## config.mk

```make
export PLATFORM = sky130hd
export DESIGN_NAME = dual_led_breathing_pwm
export DESIGN_NICKNAME = d
export VERILOG_FILES = /design/src/hdl/dlbp_pkg.sv /design/src/hdl/dlbp_level.sv /design/src/hdl/dual_led_breathing_pwm.sv
export SDC_FILE = /design/constraint.sdc
export NUM_CORES = 1
export LEC_CHECK = 0
export ABC_CLOCK_PERIOD_IN_PS = 10700
export BUFFER_PORTS_ARGS = -buffer_cell sky130_fd_sc_hd__buf_2
export CAP_MARGIN = 20
export CORE_AREA = 5 5 103 178
export CTS_BUF_LIST = sky130_fd_sc_hd__clkbuf_4 sky130_fd_sc_hd__clkbuf_8 sky130_fd_sc_hd__clkbuf_16
export DETAILED_ROUTE_END_ITERATION = 8
export DIE_AREA = 0 0 108 183
export SLEW_MARGIN = 25
export SYNTH_ARGS = -nofsm -noshare
export SYNTH_HDL_FRONTEND = slang
export SYNTH_SLANG_ARGS = --single-unit
```

## constraint.sdc

```tcl
create_clock -name clock -period 10.7 [get_ports clock]
set_input_delay 2.14 -clock clock [delete_from_list [all_inputs] [get_ports clock]]
set_output_delay 2.14 -clock clock [all_outputs]
set_load 0.02 [all_outputs]
```

## src/hdl/dlbp_pkg.sv

```systemverilog
`default_nettype none

package dlbp_pkg;

   // Widths fixed by the register and state layout
   localparam int unsigned TICK_W = 9;
   localparam int unsigned STEP_W = 8;

   // Configuration register indexes
   localparam logic [1:0] CSR_SPEED_MIN  = 2'd0;
   localparam logic [1:0] CSR_SPEED_MAX  = 2'd1;
   localparam logic [1:0] CSR_SPEED_STEP = 2'd2;

   // Reset values
   localparam logic [TICK_W-1:0] SPEED_MIN_RST  = 9'd30;
   localparam logic [TICK_W-1:0] SPEED_MAX_RST  = 9'd300;
   localparam logic [STEP_W-1:0] SPEED_STEP_RST = 8'd25;
   localparam logic [TICK_W-1:0] LIMIT_RST      = 9'd100;
   localparam logic [TICK_W-1:0] LIMIT_SAT      = 9'd511;

   // Drive levels of the two LEDs
   typedef struct packed {
      logic a;
      logic b;
   } led_pair_type;

   // Key levels of one item
   typedef struct packed {
      logic faster;
      logic slower;
      logic phase;
   } keys_type;

endpackage

`default_nettype wire

```

## src/hdl/dlbp_level.sv

```systemverilog
`default_nettype none

// Triangle-wave thresholds and on/off update of both LED levels
module dlbp_level #(
   parameter int unsigned PERIOD = 60
) (
   input  wire logic [$clog2(PERIOD)-1:0] cur,
   input  wire logic [$clog2(PERIOD)-1:0] fade,
   input  wire logic [$clog2(PERIOD)-1:0] phase,
   input  wire dlbp_pkg::led_pair_type    levels_old,
   output dlbp_pkg::led_pair_type         levels_new
);

   localparam int unsigned IDX_W = $clog2(PERIOD);
   localparam logic [IDX_W-1:0] HALF = IDX_W'(PERIOD / 2);

   function automatic logic [IDX_W-1:0] absdiff(input logic [IDX_W-1:0] x,
                                                input logic [IDX_W-1:0] y);
      absdiff = (x >= y) ? x - y : y - x;
   endfunction

   logic [IDX_W-1:0] thr_a;
   logic [IDX_W-1:0] thr_b;

   assign thr_a = absdiff(fade, HALF);
   assign thr_b = absdiff(absdiff(fade, phase), HALF);

   // Turn on at start of period, off at threshold; off wins
   always_comb begin
      levels_new = levels_old;
      if (cur == '0) begin
         levels_new.a = 1'b1;
         levels_new.b = 1'b1;
      end
      if (cur == thr_a) begin
         levels_new.a = 1'b0;
      end
      if (cur == thr_b) begin
         levels_new.b = 1'b0;
      end
   end

endmodule

`default_nettype wire

```

## src/hdl/dual_led_breathing_pwm.sv

```systemverilog
`default_nettype none

// Dual breathing-LED PWM. Each accepted req item is one tick carrying three key
// levels and yields one rsp item with the two LED drive levels. The tick
// counter, key edge detect, speed limit, fade index and phase update are done
// by one level of logic between the state registers and the rsp register, so
// an item is taken every cycle as long as the rsp register is free or being
// drained. Keys are only sampled when the tick counter passes the speed
// limit. csr writes are always ready and take effect immediately; write them
// only while the block is idle.
module dual_led_breathing_pwm #(
   parameter int unsigned PERIOD = 60
) (
   input  wire logic                        clock,
   input  wire logic                        reset,
   input  wire logic                        req_valid,
   output logic                             req_stall,
   input  wire logic                        req_key_faster,
   input  wire logic                        req_key_slower,
   input  wire logic                        req_key_phase,
   output logic                             rsp_valid,
   input  wire logic                        rsp_stall,
   output logic                             rsp_led_a,
   output logic                             rsp_led_b,
   input  wire logic                        csr_valid,
   output logic                             csr_ready,
   input  wire logic [1:0]                  csr_index,
   input  wire logic [dlbp_pkg::TICK_W-1:0] csr_wdata
);

   localparam int unsigned IDX_W = $clog2(PERIOD);
   localparam int unsigned TW    = dlbp_pkg::TICK_W;
   localparam logic [IDX_W-1:0] LAST     = IDX_W'(PERIOD - 1);
   localparam logic [IDX_W-1:0] QUARTER  = IDX_W'(PERIOD / 4);
   localparam logic [IDX_W-1:0] FADE_RST = IDX_W'(1);

   // Configuration registers
   logic [TW-1:0]                 speed_min_ff;
   logic [TW-1:0]                 speed_max_ff;
   logic [dlbp_pkg::STEP_W-1:0]   speed_step_ff;

   // State
   logic [TW-1:0]              tick_ff,  tick_in;
   logic [IDX_W-1:0]           cur_ff,   cur_in;
   logic [TW-1:0]              limit_ff, limit_in;
   logic [IDX_W-1:0]           fade_ff,  fade_in;
   logic [IDX_W-1:0]           phase_ff, phase_in;
   dlbp_pkg::keys_type         prev_ff,  prev_in;
   dlbp_pkg::led_pair_type     levels_ff, levels_in;
   logic                       rsp_valid_ff, rsp_valid_in;

   dlbp_pkg::keys_type keys;
   logic               accept;
   logic [TW:0]        tick_next;
   logic               ovf;
   logic               edge_f, edge_s, edge_p;
   logic [TW:0]        limit_up;
   logic [TW-1:0]      limit_down;
   logic [IDX_W:0]     phase_sum;
   logic [IDX_W-1:0]   cur_step;

   assign keys      = '{faster: req_key_faster, slower: req_key_slower, phase: req_key_phase};
   assign req_stall = rsp_valid_ff & rsp_stall;
   assign accept    = req_valid & ~req_stall;
   assign csr_ready = 1'b1;

   // Configuration writes
   always_ff @(posedge clock) begin
      if (reset) begin
         speed_min_ff  <= dlbp_pkg::SPEED_MIN_RST;
         speed_max_ff  <= dlbp_pkg::SPEED_MAX_RST;
         speed_step_ff <= dlbp_pkg::SPEED_STEP_RST;
      end else if (csr_valid && csr_ready) begin
         case (csr_index)
            dlbp_pkg::CSR_SPEED_MIN:  speed_min_ff  <= csr_wdata;
            dlbp_pkg::CSR_SPEED_MAX:  speed_max_ff  <= csr_wdata;
            dlbp_pkg::CSR_SPEED_STEP: speed_step_ff <= csr_wdata[dlbp_pkg::STEP_W-1:0];
            default: ;
         endcase
      end
   end

   // Tick counter overflow and key edges
   assign tick_next = {1'b0, tick_ff} + (TW+1)'(1);
   assign ovf       = tick_next > {1'b0, limit_ff};
   assign edge_f    = keys.faster & ~prev_ff.faster;
   assign edge_s    = keys.slower & ~prev_ff.slower;
   assign edge_p    = keys.phase  & ~prev_ff.phase;

   // Saturating limit steps and phase wrap
   assign limit_up   = {1'b0, limit_ff} + (TW+1)'(speed_step_ff);
   assign limit_down = (limit_ff >= TW'(speed_step_ff)) ? limit_ff - TW'(speed_step_ff) : '0;
   assign phase_sum  = {1'b0, phase_ff} + {1'b0, QUARTER};
   assign cur_step   = (cur_ff == LAST) ? '0 : cur_ff + IDX_W'(1);

   always_comb begin
      tick_in  = tick_next[TW-1:0];
      cur_in   = cur_step;
      limit_in = limit_ff;
      fade_in  = fade_ff;
      phase_in = phase_ff;
      prev_in  = prev_ff;
      if (ovf) begin
         tick_in = '0;
         cur_in  = '0;
         prev_in = keys;
         if (edge_f && (limit_ff > speed_min_ff)) begin
            limit_in = limit_down;
         end else if (edge_s && (limit_ff < speed_max_ff)) begin
            limit_in = limit_up[TW] ? dlbp_pkg::LIMIT_SAT : limit_up[TW-1:0];
         end else if (edge_p) begin
            phase_in = (phase_sum >= (IDX_W+1)'(PERIOD)) ?
                       IDX_W'(phase_sum - (IDX_W+1)'(PERIOD)) : phase_sum[IDX_W-1:0];
         end
         fade_in = (fade_ff == LAST) ? '0 : fade_ff + IDX_W'(1);
      end
   end

   // LED levels from the updated count, fade index and phase
   dlbp_level #(
      .PERIOD (PERIOD)
   ) u_level (
      .cur        (cur_in),
      .fade       (fade_in),
      .phase      (phase_in),
      .levels_old (levels_ff),
      .levels_new (levels_in)
   );

   // rsp register: loaded on accept, cleared when taken
   always_comb begin
      rsp_valid_in = rsp_valid_ff;
      if (accept) begin
         rsp_valid_in = 1'b1;
      end else if (!rsp_stall) begin
         rsp_valid_in = 1'b0;
      end
   end

   // State update per accepted item
   always_ff @(posedge clock) begin
      if (reset) begin
         tick_ff      <= '0;
         cur_ff       <= '0;
         limit_ff     <= dlbp_pkg::LIMIT_RST;
         fade_ff      <= FADE_RST;
         phase_ff     <= QUARTER;
         prev_ff      <= '0;
         levels_ff    <= '0;
         rsp_valid_ff <= 1'b0;
      end else begin
         rsp_valid_ff <= rsp_valid_in;
         if (accept) begin
            tick_ff   <= tick_in;
            cur_ff    <= cur_in;
            limit_ff  <= limit_in;
            fade_ff   <= fade_in;
            phase_ff  <= phase_in;
            prev_ff   <= prev_in;
            levels_ff <= levels_in;
         end
      end
   end

   assign rsp_valid = rsp_valid_ff;
   assign rsp_led_a = levels_ff.a;
   assign rsp_led_b = levels_ff.b;

endmodule

`default_nettype wire

```

==> results of run 1 <==
## how the worst max path moves through the flow
stage | cells after the start | slack [ps] | end | start
final | 20 | 4010 | rsp_led_b$_SDFFE_PP0P_ | req_key_slower
after global routing | 22 | 3550 | rsp_led_b$_SDFFE_PP0P_ | req_key_slower
after CTS | 20 | 4030 | rsp_led_b$_SDFFE_PP0P_ | req_key_slower
after detailed placement | 20 | 3710 | rsp_led_b$_SDFFE_PP0P_ | req_key_slower
after global placement | 20 | 3790 | rsp_led_b$_SDFFE_PP0P_ | req_key_slower
after floorplan | 18 | 4090 | rsp_led_b$_SDFFE_PP0P_ | req_key_faster
## synth_stat cells (5+ instances only)
library cell | count | area, um^2
inv_1 | 63 | 236.5
nand3_1 | 19 | 95.09
mux2i_1 | 16 | 160.2
a21o_1 | 13 | 97.59
dfxtp_1 | 68 | 1361
nor2_1 | 80 | 300.3
and3_1 | 5 | 31.28
o31ai_1 | 6 | 45.04
nand2b_1 | 21 | 131.4
xnor2_1 | 26 | 227.7
o22ai_1 | 5 | 31.28
a311oi_1 | 5 | 43.79
xor2_1 | 18 | 157.7
a211oi_1 | 9 | 67.56
and2_1 | 5 | 31.28
o21ai_0 | 23 | 115.1
a21oi_1 | 56 | 280.3
clkbuf_1 | 29 | 108.9
a211o_1 | 12 | 105.1
ha_1 | 65 | 813.3
nand4_1 | 7 | 43.79
o21ai_1 | 8 | 40.04
nor3_1 | 14 | 70.07
nand2_1 | 63 | 236.5
o21bai_1 | 8 | 60.06
a31oi_1 | 5 | 31.28
o21a_1 | 13 | 97.59
nor2b_1 | 13 | 81.33
nand3b_1 | 5 | 37.54
nor3b_1 | 7 | 52.55
## metrics by stage
| stage | util | power, W | instance area (um^2) |
|---|---|---|---|
| finish | 0.3933 | 0.0007331 | 6573 |
| global route | 0.3933 | 0.0007667 | 6573 |
| CTS | 0.3929 | 0.0007432 | 6566 |
| detailed placement | 0.3722 | 0.0003912 | 6220 |
| global placement | 0.3722 | 0.0003905 | 6220 |
| floorplan | - | 0.0003627 | 5911 |
## state kept, by name, indices dropped and copies added (netlist names)
signal         count
speed_max_ff       9
limit_ff           9
tick_ff            9
fade_ff            6
prev_ff            3
rsp_led_b          1
phase_ff           6
rsp_valid          1
speed_step_ff      8
rsp_led_a          1
speed_min_ff       9
cur_ff             6
## cells by family (layout without fill, tap and decap cells)
family	count (synthesis)	in the layout
AO/OA/AOI/OAI	195	195
AND/OR/NAND/NOR	268	268
other	1	1
adder cells (fa/ha/maj)	69	69
flip-flops	68	68
buffers and inverters	98	108
XOR/XNOR	45	45
multiplexers	19	19
## power breakdown
group / switching (W) / internal, W / leakage, nW
Clock: 0.000118 / 0.000229 / 0.170
Combinational: 0.0000710 / 0.0000502 / 2.10
Sequential: 0.00000447 / 0.000260 / 0.552
## per-layer routing
metal	up-vias	global-route usage	wire, um
li1	2679	-	-
met1	2393	0.1426	5403
met2	48	0.3215	8621
met3	25	0.01796	266
met4	0	0.06421	423
met5	-	0	0
## tightest hold or removal path, cell delays in order (launching register included)
cell and delay, ps:
dfxtp_1 300, nand2_1 50, a21oi_1 50
## area by class of cell
class                      instances  share of cell area
multi-input combinational        597              0.6368
sequential                        68              0.2071
tap                              227             0.04321
inverter                          64             0.03655
clock buffer                       9             0.03427
timing repair buffer              28             0.02361
clock inverter                     7             0.01847
==> metrics.txt, run 1 <==
status complete, no violations; leakage power 2.825 nW; Detail Route Antenna Nets 0; hold_buf cts 0; area grow syn2layout 11.20%; latest clock arrival within the worst-skew pair 340 ps; VDD IR-drop max 85.11 uV; Final Hold Viols 0; reg2reg end rsp_led_b$_SDFFE_PP0P_; # Post-CTS Setup Buffers 0; Synth Area in Adders 0.1511; Vias per Instance 5.145; Pre-antenna DRT Iters 4; GRT Total Usage 0.1537; CTS tree done; CP max stage delay 630 ps; layout cells sized above 1 0.08668; CP Class input port to register; skew final 14.58 ps; CP Buf/Inv Count 1; Sink Count 68; Layout Cells excl Fill 1000; Syn Std Cell Area 0.005911 mm^2; num ports 24; final net count 856; commonest non-fill, non-tap cell in the layout nor2_1; hold-critical path depth 2; Seq/Total Area, Yosys 0.2303; synth unique cells 74; crit path max fanout 7; R2R Path Start tick_ff[0]$_SDFFE_PP0P_; worst slew pin tran 822.7 ps; unrepaired setup endpoints after global routing no; CTS buffer count 9; Startpoint Class input port; fill cell count 1777; pre-CTS setup slack 3706 ps; largest family of logic cells by synthesized area compound AO/OA/AOI/OAI gates; top_reg_cell synth dfxtp_1; number of global-route vias before repair 5363; CP delay by family, top compound AO/OA/AOI/OAI gates; Slew headroom 0.4515; final critical-path required period 6690 ps; Final period util 0.6252; via count 5145; Reg clk slew, reported paths 60 ps; Sequential Area 0.001361 mm^2; yosys warns 0; multi-input logic area 0.004185 mm^2; hpwl dp 11530 um; average size of a mapped cell 7.747 um^2; CTS root buffer clkbuf_16; Starting DRT DRC Count 184; Min-Delay Endpoint prev_ff[1]$_SDFFE_PP0P_; antenna violations before repair 0; die area 0.01976 mm^2; PwrDens 111.5 mW/mm^2; GP Congestion 0.8853; Initial Util 0.3537; # DRC 0; Hold Startpoint prev_ff[1]$_SDFFE_PP0P_; Hold Path Class register to register; Die Ht 183 um; compound-cell area share of the yosys netlist 0.2276; wirelength, routed 14710 um; Post-Place Cells 984; Crit path required time 10950 ps; simple-gate share of the synthesized area 0.2261; setup slack, reg-to-reg 4230 ps; Final WS setup 4010 ps; H-tree depth 3; Max clock buf depth 2; largest net degree at the start of global routing 61; port bufs 22; Max Slew Vio Count 0; Worst Setup End Kind register; Min Hold Slack 447.8 ps; synthesized net count 851; # diodes 0; most frequent cells in the layout 80 x nor2_1, 68 x dfxtp_1, 65 x ha_1; final global-route overflow total 0; Slowest cell on crit path or4b_1; first-pass GRT wire length 24600 um; asr flop ratio synth 0; FF+latch count, synth 68; core area 0.01671 mm^2; R2R depth 26; post-cts gate resize count 0; row count 63; Data arrival, critical path 6940 ps; XOR/XNOR Fraction of Synth Area 0.06795; Cells after Synth 763; Final TNS setup 0 ps; max_cap viols 0; critical-path cell list buf_2 -> nand2b_1 -> or4_1 -> o32ai_1 -> a21oi_1 -> or4b_1 -> nand2b_1 -> xor2_1 -> ha_1 -> nor2b_4 -> o21a_4 -> or3_4 -> a211oi_1 -> a31oi_2 -> xnor2_2 -> o41ai_4 -> a211oi_2 -> xor2_1 -> mux2_1 -> a311oi_1; Max Clock Freq 149.5 MHz; post-synthesis mux area share 0.03281; Post-synth EDFFs 0; Die X 108 um; final setup violation count 0; wire length per cell 14.71 um
Power figures use the tool's default switching activity.
==> run 2: changes to the inputs <==
Settings changed: ABC_CLOCK_PERIOD_IN_PS 10700 to 5600.
Clock period 10.7 ns to 5.6 ns, I/O delays scaled along.
==> run 2 against run 1 <==
The run now ends with setup timing left. First-iteration DRC count fell by 18%. Design area is 12% higher. Clock skew fell by 7.4 ps.
==> metrics.txt, run 2 (synthesis gave the netlist of run 1 again) <==
PwrDens 197.2 mW/mm^2; leakage power 3.194 nW; Final WS setup -142.0 ps; Max clock buf depth 2; Crit path required time 5800 ps; CP Class register to register; Final Hold Viols 0; hold-critical path depth 2; final setup violation count 1; # DRC 0; Sink Count 68; core area 0.01671 mm^2; largest net degree at the start of global routing 38; crit path max fanout 5; Max Clock Freq 174.2 MHz; cell area after placement 0.006753 mm^2; Startpoint Class register; most frequent cells in the layout 77 x nor2_1, 69 x buf_4, 65 x dfxtp_1; port bufs 22; Worst Setup End Kind register; final net count 922; row count 63; via count 5533; reg2reg end rsp_led_b$_SDFFE_PP0P_; GP Congestion 0.8984; Hold Path Class register to register; Min-Delay Endpoint prev_ff[0]$_SDFFE_PP0P_; latest clock arrival within the worst-skew pair 340 ps; area grow syn2layout 24.03%; CTS tree done; GRT Total Usage 0.1641; num ports 24; Core Util, Final 0.4387; wire length per cell 15.02 um; violated checks setup timing; Slowest cell on crit path or4b_4; Final period util 1.025; Vias per Instance 5.190; CTS root buffer clkbuf_16; wirelength, routed 16020 um; skew final 7.211 ps; Sequential Area 0.001370 mm^2; Hold Startpoint prev_ff[0]$_SDFFE_PP0P_; H-tree depth 3; Max Slew Vio Count 0; R2R Path Start tick_ff[0]$_SDFFE_PP0P_; die area 0.01976 mm^2; final critical-path required period 5742 ps; layout cells sized above 1 0.2050; Starting DRT DRC Count 151; status complete, but fails checks; Initial Util 0.3537; multi-input logic area 0.004425 mm^2; Die X 108 um; unrepaired setup endpoints after global routing yes; VDD IR-drop max 167.0 uV; Reg clk slew, reported paths 60 ps; number of global-route vias before repair 5530; setup slack, reg-to-reg -140 ps; antenna violations before repair 0; # diodes 0; Data arrival, critical path 5940 ps; Slew headroom 0.4647; Detail Route Antenna Nets 0; Die Ht 183 um; first-pass GRT wire length 25810 um; R2R depth 30; CP max stage delay 620 ps; fill cell count 1752; hpwl dp 12810 um; Finished Cell Area 0.007331 mm^2; commonest non-fill, non-tap cell in the layout nor2_1; final global-route overflow total 0; worst slew pin tran 802.9 ps; Pre-antenna DRT Iters 4; max_cap viols 0; CTS buffer count 9
run 2: metrics by stage:
step	setup slack (ps)	hold slack, ps	total power [W]	setup TNS (ps)	instances
after floorplan	-66.71	431.2	0.0006961	-66.71	763
after global placement	-100.1	437.3	0.0007831	-100.1	1044
after detailed placement	-200.3	445.4	0.0007836	-200.3	1044
after CTS	-112.1	454.1	0.001453	-112.1	1060
after global routing	-356.5	482.9	0.001508	-356.5	1066
final	-142.0	452.5	0.001446	-142.0	1066
run 2: layout make-up:
cell class	instances	share of cell area
Clock buffer	10	0.03175
Sequential cell	68	0.1869
Clock inverter	6	0.01536
Multi-Input combinational cell	597	0.6037
Tap cell	227	0.03874
Timing Repair Buffer	94	0.09080
Inverter	64	0.03277
run 2: how the worst max path moves through the flow:
stage	from	to	slack (ps)	depth (start not counted)
2_1_floorplan	tick_ff[1]$_SDFFE_PP0P_	rsp_led_b$_SDFFE_PP0P_	-70	27
3_3_place_gp	tick_ff[1]$_SDFFE_PP0P_	rsp_led_b$_SDFFE_PP0P_	-100	27
3_5_place_dp	tick_ff[1]$_SDFFE_PP0P_	rsp_led_b$_SDFFE_PP0P_	-200	26
4_1_cts	tick_ff[2]$_SDFFE_PP0P_	rsp_led_b$_SDFFE_PP0P_	-110	26
5_1_grt	tick_ff[0]$_SDFFE_PP0P_	rsp_led_b$_SDFFE_PP0P_	-360	29
6_report	tick_ff[0]$_SDFFE_PP0P_	rsp_led_b$_SDFFE_PP0P_	-140	30
run 2: critical path: cells and delay by family, from the launching register on:
kind	cells	cell delay [ps]
buffers and inverters	5	730
and+or+nand+nor	12	2250
AOI/OAI and AO/OA	5	820
DFF	1	360
adders and majority gates	4	800
muxes	2	400
xor gates and xnor gates	2	230
run 2: power breakdown:
part / leakage (nW) / internal, W / total (W) / switching, W
combinational: 2.47 / 0.000127 / 0.000277 / 0.000150
clock: 0.170 / 0.000441 / 0.000663 / 0.000223
sequential: 0.554 / 0.000497 / 0.000505 / 0.00000884
total: 3.19 / 0.00106 / 0.00145 / 0.000382
run 2: metal layers:
metal	share of wire	wire length [um]	up-vias	global-route usage
met5	0	0	-	0
met2	0.60	9647	65	0.3427
li1	-	-	2822	-
met4	0.032	510	0	0.08392
met3	0.016	264	26	0.01867
met1	0.35	5594	2620	0.1467
run 2: what timing repair did:
item / CTS / global route
hold buffers: 0 / 0
endpoints found under the hold margin: 0 / 0
pin swaps: 0 / 27
setup buffers: 0 / 6
resized for setup: 1 / 38
endpoints found under the setup margin: 1 / 1
